**src/hw/rtl/dbks_pkg.sv**
```systemverilog
// Shared types and constants of the double-barrier knock-out smoothing core.
package dbks_pkg;

    localparam int DIV_BITS  = 32;
    localparam int COEF_LAT  = DIV_BITS + 7;
    localparam int BLEND_LAT = 3;

    localparam logic [2:0] CFG_LOW_BARRIER  = 3'd0;
    localparam logic [2:0] CFG_HIGH_BARRIER = 3'd1;
    localparam logic [2:0] CFG_TOLERANCE    = 3'd2;
    localparam logic [2:0] CFG_OUTSIDE_MODE = 3'd3;
    localparam logic [2:0] CFG_SMOOTHING_ON = 3'd4;
    localparam logic [2:0] CFG_KNOCK_DATE   = 3'd5;

    localparam logic [32:0] Y_ONE  = 33'h1_0000_0000;
    localparam logic [32:0] Y_HALF = 33'h0_8000_0000;
    localparam logic [35:0] T_FIFTEEN = 36'hF_0000_0000;

    typedef struct packed {
        logic below;
        logic over;
        logic eq;
        logic zero;
    } t_cflags;

endpackage

```
**src/hw/rtl/dbks_blend.sv**
```systemverilog
// Three-stage rounded convex blend of two values by a Q32 weight.
module dbks_blend
    import dbks_pkg::*;
#(
    parameter int VALUE_WIDTH = 48
) (
    input  logic                          i_clk,
    input  logic signed [VALUE_WIDTH-1:0] i_up,
    input  logic signed [VALUE_WIDTH-1:0] i_us_up,
    input  logic signed [VALUE_WIDTH-1:0] i_down,
    input  logic signed [VALUE_WIDTH-1:0] i_us_down,
    input  logic        [32:0]            i_y,
    input  logic                          i_direct,
    input  logic                          i_below,
    output logic signed [VALUE_WIDTH-1:0] o_res
);
    localparam int W  = VALUE_WIDTH;
    localparam int DW = W + 1;
    localparam int K  = DW / 2;
    localparam int HW = DW - K;
    localparam int AW = W + 35;

    logic signed [DW-1:0]   r_diff;
    logic signed [W-1:0]    r_base0, r_base1, r_dval0, r_dval1;
    logic [32:0]            r_y0;
    logic                   r_dir0, r_dir1;
    logic [K+32:0]          r_pl;
    logic signed [HW+33:0]  r_ph;
    logic signed [HW-1:0]   dh;
    logic signed [AW-1:0]   acc;

    always_ff @(posedge i_clk) begin
        r_diff  <= DW'(i_us_up) - DW'(i_us_down);
        r_base0 <= i_us_down;
        r_y0    <= i_y;
        r_dir0  <= i_direct;
        r_dval0 <= i_below ? i_down : i_up;
    end

    assign dh = r_diff[DW-1:K];

    always_ff @(posedge i_clk) begin
        r_pl    <= (K+33)'(r_diff[K-1:0]) * (K+33)'(r_y0);
        r_ph    <= (HW+34)'(dh) * $signed({1'b0, r_y0});
        r_base1 <= r_base0;
        r_dir1  <= r_dir0;
        r_dval1 <= r_dval0;
    end

    assign acc = (AW'(r_base1) <<< 32) + (AW'(r_ph) <<< K) + AW'({1'b0, r_pl})
               + AW'({1'b0, Y_HALF});

    always_ff @(posedge i_clk) begin
        o_res <= r_dir1 ? r_dval1 : acc[W+31:32];
    end

endmodule

```
**config.mk**
```make
export PLATFORM = sky130hd
export DESIGN_NAME = dbks_blend
export DESIGN_NICKNAME = d
export VERILOG_FILES = /design/src/hw/rtl/dbks_pkg.sv /design/src/hw/rtl/dbks_blend.sv
export SDC_FILE = /design/constraint.sdc
export NUM_CORES = 2
export LEC_CHECK = 0
export CORE_UTILIZATION = 53
export CTS_BUF_LIST = sky130_fd_sc_hd__clkbuf_8
export CTS_CLUSTER_SIZE = 8
export DETAILED_ROUTE_END_ITERATION = 8
export DONT_BUFFER_PORTS = 1
export PLACE_DENSITY_LB_ADDON = 0.15
export SYNTH_ARGS = -nofsm -noshare
export SYNTH_HDL_FRONTEND = slang
export SYNTH_SLANG_ARGS = --single-unit
```
**constraint.sdc**
```tcl
create_clock -name i_clk -period 7.03 [get_ports i_clk]
set_input_delay 1.406 -clock i_clk [delete_from_list [all_inputs] [get_ports i_clk]]
set_output_delay 1.406 -clock i_clk [all_outputs]
set_load 0.01 [all_outputs]
```
==> impl_metrics.toml <==
[outcome]
outcome = "finished, final reports clean"

[worst_setup_path]
path_delay_family = "adder cells"
critPathSlowestCell = "fa_1"
r2r_start = "r_y0[18]$_DFF_P_"
cp_common_cell = "fa_1"
critical_path_class = "reg2reg"
path_buf_inv = 7
worst-r2r-cell-count = 23
crit_chain = "buf_8, buf_6, buf_6, and2_1, fa_1, inv_1, fa_2, fa_1, fa_1, fa_1, fa_1, fa_1, inv_1, ha_4, buf_4, and3_4, and3_1, a221o_1, a31oi_1, buf_4, o21bai_4, a221o_1, xnor2_2"
critPathArrivalTime_ns = 7.57
critical_path.max_fanout = 9
startpoint_type = "flop"
cp.required_ns = 7.68
worst_setup_path_end_kind = "flop"
cp_slowest_stage_delay_ns = 0.58
r2r_setup_slack_ns = 0.11
worstReg2RegEnd = "r_ph[50]$_DFF_P_"

[floorplan]
die_h_um = 359
dieWidth_um = 359
initial_utilization_pct = 53.6
fp.dieArea_sq_mm = 0.129
pin_count = 276
row_count = 130
core_area_sq_mm = 0.126

[yosys]
async_reset_ff_share_pct = 0
synth_ff_type = "dfxtp_1"
muxShareOfSynthArea_pct = 0.865
seq_area_frac_synth_pct = 12.3
synth-compound-area-share_pct = 6.62
syn-cell-area_sq_mm = 0.0674
synth_top_family_by_area = "adder cells"
synthCells = 7309
synth_xor_area_share_pct = 2.18
syn_nets = 9468
synth_edf_count = 0
synth_top_area_share_pct = 42.0
yosys.area_share.simple_pct = 15.6
synth_adder_area_share_pct = 51.6
syn_area_per_cell_sq_um = 9.23
synth_top_cell_by_area = "fa_1"
synth_area_leaders = "fa_1 (42%), dfxtp_1 (12%), ha_1 (9.6%)"
ys_warn_count = 0
yosys-top-cells-count = "inv_1 (1581), fa_1 (1415), nand2_1 (941), and2_1 (825), ha_1 (516)"
synth.distinct_cells = 80
synth.most_common_cell = "inv_1"
ys_ff_latch = 413

[global_route]
grt-ovfl-total = 0
grt.total_usage_pct = 30.4
grtUsageMet3_pct = 5.18
grt_pass1_wl_um = 299000
top_usage_layer = "met2"
use_met2_pct = 50.9
grt_start_max_net_pins = 100
grt_pass1_vias = 52900
antenna_found_initial = 17
grt_util_met1_pct = 40.0

[placed_design]
hpwl_um = 161000
gp_congestion = 0.961
io_buffers = 0

[layout]
drive_gt1_share_pct = 12.3
n_fill_cell = 11000
multi_input_area_sq_mm = 0.0526
areaGrowthSynthToFinish_pct = 13.1
ff_latch_area_sq_mm = 0.00839
final_core_util_pct = 60.6
final_nets = 9718

[hold_path]
whs_path_depth = 0
min_to = "r_dval1[10]$_DFF_P_"
hold_path_startpoint = "r_dval0[10]$_DFF_P_"
min_path_type = "reg2reg"

[timing]
skew_ns = 0.0762
rsz0062_at_grt = "true"
slew_viol_final = 0
finalSetupTns_ns = 0
final_hold_viol_count = 0
fin_crit_sh_pct = 98.4
post-route-min-period_ns = 6.92
worstMarginPinSlew_ns = 1.10
fmax_mhz = 144
finalSetupViolCount = 0
slew_headroom_pct = 25.9

[routing]
ant_nets = 0
first_pass_iters = 5
vias_per_cell = 5.33
wl_um = 191000
avgRoutedWirePerCell_um = 20.6
vias = 49400
drc = 0
drtIter0Drc = 3242

[clocking]
cts_root_buffer = "clkbuf_8"
cts_buffer_depth = 3
cts_sinks = 413
cts_buffers = 80
clk-insertion-delay-late_ns = 0.79
cts_tree = "yes"
path_clk_slew_ns = 0.06
htree_levels = 3

[run]
maxCapViolCount = 0
==> metrics by stage <==
step	area, sq um	setup slack [ns]	hold slack [ns]	instances
CTS	74900	-0.00682	0.294	9233
global route	76300	-0.169	0.295	9266
detailed placement	72900	-0.377	0.312	9092
global placement	72900	-0.342	0.310	9092
finish	76300	0.109	0.312	9267
floorplan	67400	0.185	0.310	7309
==> cell families after synthesis <==
| group | count (synthesis) |
|---|---|
| and+or+nand+nor | 2107 |
| buffers and inverters | 1951 |
| adders and majority gates | 1931 |
| AOI/OAI and AO/OA | 687 |
| DFF | 413 |
| xor gates and xnor gates | 168 |
| muxes | 52 |
==> per-layer routing <==
layer,vias to the layer above,wire [um]
li1,22300,-
met1,25200,78900
met2,1529,91900
met3,349,12100
met4,10,7560
met5,-,60
==> sequential cells by signal (all words and copies together), names as in the netlist <==
register  count
o_res        48
r_diff       49
r_ph         56
r_dval0      48
r_y0         33
r_dir0        1
r_base0      48
r_base1      48
r_dir1        1
r_dval1      48
r_pl         33
==> cells in the final DEF, fill, tap and decap left out, types with 106 or more instances in the layout <==
cell type / Yosys / layout
a21o_1: 133 / 133
a21oi_1: 211 / 188
and2_1: 825 / 819
buf_4: 1 / 382
dfxtp_1: 413 / 363
fa_1: 1415 / 1376
ha_1: 516 / 492
inv_1: 1581 / 1586
nand2_1: 941 / 937
nor2_1: 111 / 106
o21ai_0: 138 / 124
xnor2_1: 114 / 111
==> worst max path at each step <==
stage,startpoint,end,cells past startpoint,slack (ns)
5_1_grt,r_y0[9]$_DFF_P_,r_ph[42]$_DFF_P_,24,-0.17
3_3_place_gp,r_diff[0]$_DFF_P_,r_pl[56]$_DFF_P_,26,-0.34
3_5_place_dp,r_diff[0]$_DFF_P_,r_pl[56]$_DFF_P_,27,-0.38
2_1_floorplan,r_y0[28]$_DFF_P_,r_ph[51]$_DFF_P_,27,0.19
6_report,r_y0[18]$_DFF_P_,r_ph[50]$_DFF_P_,23,0.11
4_1_cts,r_diff[4]$_DFF_P_,r_pl[56]$_DFF_P_,29,-0.007
==> timing repair <==
item                       CTS  global route
pin swaps                   21           164
resized for setup           70           238
gates cloned                 0             5
buffers inserted             4            27
setup endpoints to repair   40            49
hold buffers                 0             0
==> cell type report <==
type | instances | share of cell area (%)
Timing Repair Buffer | 538 | 7.28
Sequential cell | 413 | 11.0
Tap cell | 1650 | 2.71
Multi-Input combinational cell | 4945 | 69.0
Inverter | 1581 | 7.78
Clock buffer | 97 | 1.75
Antenna cell | 3 | 0.00984
Clock inverter | 40 | 0.499
Power is left out: the tool's default activity adds up to more than one toggle a clock period on the data nets, which glitch-free logic cannot reach.
